**src/rtl/adts_hd_pkg.sv**
```systemverilog
// Shared types and constants for the ADTS header deframer.
`timescale 1ns / 1ps
`default_nettype none

package adts_hd_pkg;

   // result kinds
   localparam logic [1:0] KIND_HEADER    = 2'd0;
   localparam logic [1:0] KIND_PAYLOAD   = 2'd1;
   localparam logic [1:0] KIND_BAD_SYNC  = 2'd2;
   localparam logic [1:0] KIND_TRUNCATED = 2'd3;

   localparam logic [11:0] SYNC_WORD = 12'hFFF;

   typedef struct packed {
      logic [7:0] in_byte;
      logic       in_last;
   } req_payload_type;

   typedef struct packed {
      logic [1:0]  kind;
      logic        last;
      logic [7:0]  data_byte;
      logic [1:0]  profile;
      logic [3:0]  sample_rate_index;
      logic [2:0]  channel_config;
      logic [12:0] frame_length;
      logic [10:0] buffer_fullness;
      logic [2:0]  raw_blocks;
      logic [15:0] crc_word;
      logic [15:0] audio_config;
      logic [8:0]  misc_bits;
   } rsp_payload_type;

endpackage

`default_nettype wire

```
**src/rtl/adts_hd_channels.sv**
```systemverilog
// Valid/ready channel interfaces for the deframer input and result streams.
`timescale 1ns / 1ps
`default_nettype none

interface adts_hd_req_if import adts_hd_pkg::*; ();
   logic            valid;
   logic            ready;
   req_payload_type payload;

   modport source (output valid, output payload, input ready);
   modport sink (input valid, input payload, output ready);
endinterface

interface adts_hd_rsp_if import adts_hd_pkg::*; ();
   logic            valid;
   logic            ready;
   rsp_payload_type payload;

   modport source (output valid, output payload, input ready);
   modport sink (input valid, input payload, output ready);
endinterface

`default_nettype wire

```
**src/rtl/adts_hd_unpack.sv**
```systemverilog
// Unpacks the seven header bytes and CRC word into a header summary result.
`timescale 1ns / 1ps
`default_nettype none

module adts_hd_unpack import adts_hd_pkg::*; (
   input  wire logic [55:0]     header_bits,
   input  wire logic [15:0]     crc_bits,
   input  wire logic            last,
   output rsp_payload_type      summary
);

   logic [2:0] audio_object;
   logic [7:0] config_byte0;
   logic [7:0] config_byte1;

   always_comb begin
      // object type is profile plus one, at most 4
      audio_object = {1'b0, header_bits[39:38]} + 3'd1;
      config_byte0 = {2'b00, audio_object, header_bits[37:35]};
      config_byte1 = {header_bits[34], 1'b0, header_bits[32:30], 3'b000};

      summary                   = '0;
      summary.kind              = KIND_HEADER;
      summary.last              = last;
      summary.profile           = header_bits[39:38];
      summary.sample_rate_index = header_bits[37:34];
      summary.channel_config    = header_bits[32:30];
      summary.frame_length      = header_bits[25:13];
      summary.buffer_fullness   = header_bits[12:2];
      summary.raw_blocks        = {1'b0, header_bits[1:0]} + 3'd1;
      // protection_absent set means no CRC word in the frame
      summary.crc_word          = header_bits[40] ? 16'h0000 : crc_bits;
      summary.audio_config      = {config_byte0, config_byte1};
      summary.misc_bits         = {header_bits[43], header_bits[42:41], header_bits[40],
                                   header_bits[33], header_bits[29], header_bits[28],
                                   header_bits[27], header_bits[26]};
   end

endmodule

`default_nettype wire

```
**src/rtl/adts_header_deframer_unit.sv**
```systemverilog
// ADTS header deframer: checks sync, unpacks the header and forwards the payload.
//
// Usage: frames arrive on req_if one byte per transaction, with in_last set on
// the final byte. For each frame the block emits one header summary on rsp_if
// (fields, CRC word when present, two-byte AudioSpecificConfig) after the 7th
// byte, or after the 9th when protection_absent is 0, then one payload
// transaction per remaining byte. A sync word other than 0xFFF gives one
// bad-sync result on the second byte and the rest of the frame is dropped
// silently. A frame that ends inside the header gives one truncated result.
// A result is registered and shows on rsp_if in the cycle after the byte that
// causes it is accepted. Throughput: one byte per cycle unless stalled; the state
// update and the field unpack sit between the frame state registers and the single
// result register. Stall: while a result waits on rsp_if, req_if.ready drops
// only if the result is not taken in that cycle; the waiting result holds unchanged.
// Reset (synchronous, active high): returns to the header phase with a zero
// byte count and an empty result register; no clearing pass is needed.
`timescale 1ns / 1ps
`default_nettype none

module adts_header_deframer_unit import adts_hd_pkg::*; (
   input  wire logic     clock,
   input  wire logic     reset,
   adts_hd_req_if.sink   req_if,
   adts_hd_rsp_if.source rsp_if
);

   localparam logic [1:0] PH_HEADER  = 2'd0;
   localparam logic [1:0] PH_PAYLOAD = 2'd1;
   localparam logic [1:0] PH_DROP    = 2'd2;

   localparam logic [3:0] HEADER_BYTES    = 4'd7;
   localparam logic [3:0] HEADER_CRC_END  = 4'd9;
   localparam logic [3:0] SYNC_CHECK_BYTE = 4'd2;

   logic [1:0]      phase_ff, phase_in;
   logic [3:0]      count_ff, count_in;
   logic [55:0]     header_ff, header_in;
   logic [15:0]     crc_ff, crc_in;
   logic            rsp_valid_ff, rsp_valid_in;
   rsp_payload_type rsp_data_ff, rsp_data_in;

   logic            accept;
   logic            byte_last;
   logic [3:0]      count_inc;
   logic            sync_bad;
   logic            header_done;
   rsp_payload_type summary;

   assign accept    = req_if.valid && req_if.ready;
   assign byte_last = req_if.payload.in_last;

   assign req_if.ready   = !rsp_valid_ff || rsp_if.ready;
   assign rsp_if.valid   = rsp_valid_ff;
   assign rsp_if.payload = rsp_data_ff;

   always_comb begin
      if (count_ff < HEADER_BYTES) begin
         header_in = {header_ff[47:0], req_if.payload.in_byte};
         crc_in    = crc_ff;
      end else begin
         header_in = header_ff;
         crc_in    = {crc_ff[7:0], req_if.payload.in_byte};
      end
      count_inc   = count_ff + 4'd1;
      sync_bad    = (count_inc == SYNC_CHECK_BYTE) && (header_in[15:4] != SYNC_WORD);
      header_done = ((count_inc == HEADER_BYTES) && header_in[40]) ||
                    ((count_inc == HEADER_CRC_END) && !header_in[40]);
   end

   adts_hd_unpack u_unpack (
      .header_bits (header_in),
      .crc_bits    (crc_in),
      .last        (byte_last),
      .summary     (summary)
   );

   always_comb begin
      phase_in     = phase_ff;
      count_in     = count_ff;
      rsp_valid_in = 1'b0;
      rsp_data_in  = '0;
      case (phase_ff)
         PH_PAYLOAD: begin
            rsp_valid_in          = 1'b1;
            rsp_data_in.kind      = KIND_PAYLOAD;
            rsp_data_in.last      = byte_last;
            rsp_data_in.data_byte = req_if.payload.in_byte;
         end
         PH_DROP: begin
            rsp_valid_in = 1'b0;
         end
         default: begin
            count_in = count_inc;
            if (sync_bad) begin
               rsp_valid_in     = 1'b1;
               rsp_data_in.kind = KIND_BAD_SYNC;
               rsp_data_in.last = byte_last;
               phase_in         = PH_DROP;
            end else if (header_done) begin
               rsp_valid_in = 1'b1;
               rsp_data_in  = summary;
               phase_in     = PH_PAYLOAD;
            end else if (byte_last) begin
               rsp_valid_in     = 1'b1;
               rsp_data_in.kind = KIND_TRUNCATED;
               rsp_data_in.last = 1'b1;
            end
         end
      endcase
      // last byte of any frame: restart in the header phase
      if (byte_last) begin
         phase_in = PH_HEADER;
         count_in = '0;
      end
   end

   always_ff @(posedge clock) begin
      if (reset) begin
         phase_ff     <= PH_HEADER;
         count_ff     <= '0;
         rsp_valid_ff <= 1'b0;
      end else begin
         if (accept) begin
            phase_ff <= phase_in;
            count_ff <= count_in;
         end
         if (req_if.ready) begin
            rsp_valid_ff <= accept && rsp_valid_in;
         end
      end
   end

   always_ff @(posedge clock) begin
      if (accept) begin
         header_ff <= header_in;
         crc_ff    <= crc_in;
      end
      if (req_if.ready) begin
         rsp_data_ff <= rsp_data_in;
      end
   end

   a_drop_silent: assert property (@(posedge clock) disable iff (reset)
      accept && (phase_ff == PH_DROP) |=> !rsp_if.valid)
      else $error("dropped byte produced a result");

   a_payload_forward: assert property (@(posedge clock) disable iff (reset)
      accept && (phase_ff == PH_PAYLOAD) |=>
         rsp_if.valid && (rsp_if.payload.kind == KIND_PAYLOAD))
      else $error("payload byte not forwarded");

   a_frame_restart: assert property (@(posedge clock) disable iff (reset)
      accept && byte_last |=> (phase_ff == PH_HEADER) && (count_ff == 4'd0))
      else $error("frame end did not restart header phase");

   // the count holds at its final header value through the payload
   a_count_bound: assert property (@(posedge clock) disable iff (reset)
      count_ff <= HEADER_CRC_END)
      else $error("header byte count out of range");

   a_header_last: assert property (@(posedge clock) disable iff (reset)
      rsp_if.valid && (rsp_if.payload.kind == KIND_TRUNCATED) |-> rsp_if.payload.last)
      else $error("truncated result without last");

endmodule

`default_nettype wire

```
**src/flat_wrapper.sv**
```systemverilog
// flat-port wrapper written by rule: the top's interface ports become plain ports
module adts_header_deframer_unit_flat import adts_hd_pkg::*;
  (clock, reset, req_if_valid, req_if_payload, req_if_ready, rsp_if_valid, rsp_if_payload, rsp_if_ready);
  adts_hd_req_if req_if_i ();
  adts_hd_rsp_if rsp_if_i ();
  input  wire logic clock;
  input  wire logic reset;
  input wire logic [$bits(req_if_i.valid)-1:0] req_if_valid;
  input wire logic [$bits(req_if_i.payload)-1:0] req_if_payload;
  output wire logic [$bits(req_if_i.ready)-1:0] req_if_ready;
  output wire logic [$bits(rsp_if_i.valid)-1:0] rsp_if_valid;
  output wire logic [$bits(rsp_if_i.payload)-1:0] rsp_if_payload;
  input wire logic [$bits(rsp_if_i.ready)-1:0] rsp_if_ready;
  assign req_if_i.valid = req_if_valid;
  assign req_if_i.payload = req_if_payload;
  assign req_if_ready = req_if_i.ready;
  assign rsp_if_valid = rsp_if_i.valid;
  assign rsp_if_payload = rsp_if_i.payload;
  assign rsp_if_i.ready = rsp_if_ready;
  adts_header_deframer_unit u_core (.clock(clock), .reset(reset), .req_if(req_if_i), .rsp_if(rsp_if_i));
endmodule
```
**config.mk**
```make
export PLATFORM = sky130hd
export DESIGN_NAME = adts_header_deframer_unit_flat
export DESIGN_NICKNAME = d
export VERILOG_FILES = /design/src/rtl/adts_hd_pkg.sv /design/src/rtl/adts_hd_channels.sv /design/src/rtl/adts_hd_unpack.sv /design/src/rtl/adts_header_deframer_unit.sv /design/src/flat_wrapper.sv
export SDC_FILE = /design/constraint.sdc
export NUM_CORES = 1
export LEC_CHECK = 0
export BUFFER_PORTS_ARGS = -buffer_cell sky130_fd_sc_hd__buf_2
export CAP_MARGIN = 40
export CORE_ASPECT_RATIO = 0.5
export CORE_UTILIZATION = 55
export CTS_CLUSTER_DIAMETER = 150
export DETAILED_ROUTE_END_ITERATION = 10
export PLACE_DENSITY = 0.81
export SLEW_MARGIN = 20
export SYNTH_ARGS = -nofsm -noshare
export SYNTH_HDL_FRONTEND = slang
export SYNTH_SLANG_ARGS = --single-unit
```
**constraint.sdc**
```tcl
create_clock -name clock -period 5.9 [get_ports clock]
set_input_delay 1.18 -clock clock [delete_from_list [all_inputs] [get_ports clock]]
set_output_delay 1.18 -clock clock [all_outputs]
set_load 0.1 [all_outputs]
```
# Yosys cells after proc, flatten, opt, wreduce, memory -nomap -nowiden
# Index checks and enable logic that the tools add are counted.
[totals]
regBits = 155
output_inout_bits = 90
[op_classes]
mux = 19
addsub = 3
bitwise_logic = 1
reduce_logical = 16
magnitude_cmp = 1
n_eq_ne = 7
[op_table]
columns = ["cell", "count"]
rows = [
  ["two-way mux 85 bit", 1],
  ["two-way mux 77 bit", 1],
  ["two-way mux 44 bit", 1],
  ["two-way mux 16 bit", 2],
  ["case mux 11 bit (2 select lines)", 1],
  ["inequality test 12 bit, second input constant", 1],
  ["two-way mux 3 bit", 3],
  ["two-way mux 2 bit", 4],
  ["two-way mux 4 bit", 2],
  ["adder 2 x 1 -> 3 bit, second input constant", 2],
  ["logical AND 1 bit", 5],
  ["OR reduction 5 bit", 1],
  ["adder 4 x 1 -> 4 bit, second input constant", 1],
  ["== test 4 x 2 -> 1 bit, second input constant", 1],
  ["== test 4 x 3 -> 1 bit, second input constant", 1],
  ["== test 4 bit, second input constant", 1],
  ["less-than comparator 4 x 3 -> 1 bit, second input constant", 1],
  ["OR reduction 4 bit", 1],
  ["two-way mux 1 bit", 3],
  ["AND reduction 3 bit", 1],
  ["nonzero test 3 bit", 1],
  ["OR reduction 3 bit", 1],
  ["== test 2 x 1 -> 1 bit, second input constant", 1],
  ["== test 2 bit, second input constant", 1],
  ["other kinds (7)", 9],
]

# Longest topological paths before layout
[logic_depth]
word_depth = 9
mapped_depth = 8
mapped_depth_nobuf = 7

# By module
# From an unflattened synthesis, not the netlist that was laid out.
[hier_totals]
hier_cells = 662
area_unflattened_um2 = 7624.8
[by_module_without_submodules]
columns = ["mod", "instances", "cells_per_inst", "seq_area_each_um2", "area_per_inst_um2"]
rows = [
  ["adts_header_deframer_unit", 1, 574, 4944.7, 6949.2],
  ["adts_hd_unpack", 1, 88, 0.0, 675.6],
]

# Least setup slack after synthesis
# OpenSTA, ideal clock, no wires.
[synth_path]
path_type = "in2reg"
startpoint = "input rsp_if_ready"
endpoint = "register u_core.crc_ff[0] (enable)"
setup_ps = 423
path_slack_ps = -470
arrival_time_ps = 5947
stages = 3
n_path_buf = 1
t_required_ps = 5477
path_cell_list = "nand2b_1 > clkbuf_1 > and2_1"
[synth_between]
elab_chain_len = 2
[synth_lines]
columns = ["element", "line", "rtl"]
rows = [
  ["from (decl)", "flat_wrapper.sv:13", "input wire logic [$bits(rsp_if_i.ready)-1:0] rsp_if_ready;"],
  ["logical OR 1 bit", "adts_header_deframer_unit.sv:52", "assign req_if.ready = !rsp_valid_ff || rsp_if.ready;"],
  ["via req_if_ready", "flat_wrapper.sv:10", "output wire logic [$bits(req_if_i.ready)-1:0] req_if_ready;"],
  ["logical AND 1 bit", "adts_header_deframer_unit.sv:49", "assign accept = req_if.valid && req_if.ready;"],
  ["via u_core.accept", "adts_header_deframer_unit.sv:42", "logic accept;"],
  ["to (signal assigned)", "adts_header_deframer_unit.sv:136", "crc_ff <= crc_in;"],
  ["to (decl)", "adts_header_deframer_unit.sv:38", "logic [15:0] crc_ff, crc_in;"],
]
# The timed path passes the listed nets, and every way through them passes these cells.
# A chain may end at the register's enable or synchronous reset.

# Worst setup path after layout
[layout_path]
startpoint = "input rsp_if_ready"
endpoint = "output req_if_ready"
[layout_between]
elab_chain_len = 1
[layout_lines]
columns = ["element", "line"]
rows = [
  ["logical OR 1 bit", "adts_header_deframer_unit.sv:52"],
  ["to (decl)", "flat_wrapper.sv:10"],
]
# No other way between the ends.

==> flow_summary.yaml <==
logic_synthesis:
  netlist_area_um2: 6040
  synth_cells: 386
  synth_simple_gate_area_share: 0.0996
  synth_compound_area_frac: 0.0292
  yosys.area.top_type: "sky130_fd_sc_hd__edfxtp_1"
  yosysTopAreaCellShare: 0.671
  share_of_synthesized_cell_area_in_full_adder_half_adder_and_majority_cells: 0.0166
  postSynth.asyncResetShare: 0
  synth_top_cells_by_count: "sky130_fd_sc_hd__edfxtp_1, sky130_fd_sc_hd__mux2_2, sky130_fd_sc_hd__and3_1, sky130_fd_sc_hd__clkbuf_1, sky130_fd_sc_hd__nor2b_1"
  synth_sequential_area_ratio: 0.694
  yosys.cell_types.count: 41
  synth_edf_count: 135
  synthTopCellsByArea: "sky130_fd_sc_hd__edfxtp_1, sky130_fd_sc_hd__mux2_2, sky130_fd_sc_hd__and3_1, sky130_fd_sc_hd__dfxtp_1, sky130_fd_sc_hd__buf_4"
  post_synth.cell_area_avg_um2: 15.6
  yosys.cell_count.top_type: "sky130_fd_sc_hd__edfxtp_1"
  synth_ff_type: "sky130_fd_sc_hd__edfxtp_1"
  synth-xor-area-share: 0.00435
  dominant_combinational_cell_family_by_area_after_synthesis: "multiplexers"
  multiplexer_fraction_of_the_synthesized_cell_area: 0.116
  ys_warnings: 0
  synth-seq-cells: 142
finish:
  antennaDiodeCount: 0
  filler_cell_count: 694
  multi_input_comb_area_um2: 1650
  areaGrowthSynthToFinish_pct: 19.6
  nets: 497
  finish.cell_count_without_fillers: 629
  drive_gt1_frac: 0.403
  sequential_cell_area_um2: 4190
power_and_ir_drop:
  areal_power_density_over_the_cells_nw_per_um2: 347
  standby_leakage_power_uw: 0.00317
  power.ir.vdd_worst_mv: 0.165
timing:
  skew_ps: 7.73
  final.setup.tns_ps: 0
  rsz0062_at_grt: "no"
  layout_min_cycle_time_ps: 3510
  finalWorstSetupSlack_ps: 2390
  max_clock_freq_mhz: 285
  max_slew.worst_pin.slew_ps: 724
  timing.final.crit_share: 0.595
  hold-worst-slack_ps: 541
  drv_slew: 0
  relSlewSlack: 0.516
  final_hold_viol_count: 0
  setup_viol: 0
critical_path:
  startpoint_type: "primary input"
  crit_fanout: 47
  rrSetupSlack_ps: 2750
  critical_path.slowest_cell: "sky130_fd_sc_hd__buf_2"
  critical_path.max_stage_delay_ps: 540
  worstSetupEndpointType: "output port"
  reg2regPathDepth: 8
  timing.rr.start: "u_core.count_ff[0]"
  timing.setup.critical_path_class: "in2out"
  worst-endpoint-required_ps: 4720
  worst_ep_arrival_time_ps: 2330
  critical_path.most_common_cell: "sky130_fd_sc_hd__buf_2"
  regToRegEndpoint: "u_core.rsp_if.payload[86]"
  cp_cell_sequence: "buf_2, nand2b_4, buf_2"
floorplan:
  die_w_um: 150
  rows: 26
  die_height_um: 76.1
  start_util: 0.578
  num_io_pins: 103
  coreArea_um2: 10400
  die_area_um2: 11400
clock_network:
  clk_pin_slew_worst_paths_ps: 60
  root_buffer: "sky130_fd_sc_hd__clkbuf_16"
  clock-sinks: 142
  cts.path.max_buffers: 2
  ctsHtreeMaxLevel: 4
  cts_hold_buf: 0
  tritoncts: "built"
  postCtsResizedCells: 0
  worstSkewPairLatency_ps: 410
  cts.repair_timing.setup_buffer_count: 0
  cts_inserted_buffers: 17
detailed_routing:
  route.antenna.remaining_nets: 0
  route.detailed.vias_per_inst: 5.57
  route.vias.total: 3504
  aggregate_routed_wire_length_um: 11600
  drt-pass1-iter-count: 5
  drc_violations_left: 0
  drt_iter0_drc: 243
  detail_route.wl_per_cell_um: 18.4
flow_run:
  max_cap_viol_count: 0
placement:
  dpl_worst_slack_ps: 2370
  place_congestion: 0.755
  numPlacedInstances: 597
  placement.io_buffers: 96
  dpl.hpwl_um: 7370
global_routing:
  grt_pass1_vias: 3353
  grt_first_pass_wirelength_um: 18100
  grt_antenna_before_repair: 0
  grt.total_usage: 0.215
  largest_net_degree_at_the_start_of_global_routing: 48
  grt.overflow.total: 0
outcome:
  outcome: "complete, no violations"
hold_path:
  hold-path-cell-count: 1
  timing.hold.worst.start: "u_core.phase_ff[1]"
  worstHoldPathType: "reg2reg"
  min_delay_worst_endpoint: "u_core.phase_ff[1]"
## stage by stage
step | total power [µW] | area (µm²) | utilization
6_report | 2510 | 7220 | 0.692
5_1_grt | 2570 | 7220 | 0.692
4_1_cts | 2520 | 7220 | 0.692
3_5_place_dp | 1500 | 6650 | 0.637
3_3_place_gp | 1490 | 6560 | 0.628
2_1_floorplan | 1450 | 6060 | -
## logic make-up after synthesis
family / count (synthesis)
flops: 142
simple gates: 101
mux: 63
buf+inv: 47
compound gates: 21
fa+ha+maj: 8
xor+xnor: 3
other cells: 1
## how the worst max path moves through the flow
stage / startpoint / to / slack (ps) / depth (start not counted)
after floorplan: rsp_if_ready / u_core.crc_ff[0] / 1170 / 3
after global placement: rsp_if_ready / req_if_ready / 2080 / 3
after detailed placement: rsp_if_ready / req_if_ready / 2370 / 3
after CTS: rsp_if_ready / req_if_ready / 2370 / 3
after global routing: rsp_if_ready / req_if_ready / 2330 / 3
final: rsp_if_ready / req_if_ready / 2390 / 3
## worst max-delay path: cells and delay by family
| kind | cells | cell delay [ps] |
|---|---|---|
| and+or+nand+nor | 1 | 520 |
| buffers and inverters | 2 | 620 |
## sequential cells by signal, summed over array words and instances (netlist names)
register,cells
u_core.rsp_if.payload,75
u_core.header_ff,44
u_core.crc_ff,16
u_core.count_ff,4
u_core.phase_ff,2
u_core.rsp_if.valid,1
## routing by layer
layer	GRT usage	vias up	part of all wire
met5	0	-	0
met4	0.0758	0	0.013
met3	0.0611	15	0.050
met2	0.332	112	0.48
met1	0.293	1756	0.46
li1	-	1621	-
## layout by cell type (no fill, tap or decap), types with 3 or more instances in the layout
cell type,n
sky130_fd_sc_hd__and2_1,8
sky130_fd_sc_hd__buf_4,3
sky130_fd_sc_hd__nand2_1,3
sky130_fd_sc_hd__clkbuf_16,17
sky130_fd_sc_hd__nor3_1,3
sky130_fd_sc_hd__inv_1,10
sky130_fd_sc_hd__nor2_1,12
sky130_fd_sc_hd__and3_1,44
sky130_fd_sc_hd__conb_1,6
sky130_fd_sc_hd__nor2b_1,16
sky130_fd_sc_hd__clkinvlp_4,4
sky130_fd_sc_hd__clkinv_1,3
sky130_fd_sc_hd__mux2_2,56
sky130_fd_sc_hd__a21oi_1,6
sky130_fd_sc_hd__ha_1,8
sky130_fd_sc_hd__edfxtp_1,135
sky130_fd_sc_hd__mux2i_1,6
sky130_fd_sc_hd__xor2_1,3
sky130_fd_sc_hd__dfxtp_1,7
sky130_fd_sc_hd__nand4_1,3
sky130_fd_sc_hd__buf_2,96
## where the power goes
| group | switching, µW | leakage (µW) | total, µW | internal, µW |
|---|---|---|---|---|
| Combinational | 250 | 0.00138 | 300 | 50.0 |
| Clock | 408 | 0.000268 | 1030 | 619 |
| Sequential | 21.6 | 0.00153 | 1180 | 1160 |
| Total | 680 | 0.00317 | 2510 | 1830 |
## cell type report
type                            instances  share of cell area
Clock buffer                           17              0.0589
Clock inverter                         15              0.0203
Inverter                               10             0.00520
Multi-Input combinational cell        202               0.229
Sequential cell                       142               0.581
Tap cell                              140              0.0243
Timing Repair Buffer                  103              0.0821
No activity file was read; power rests on OpenSTA's default activity.
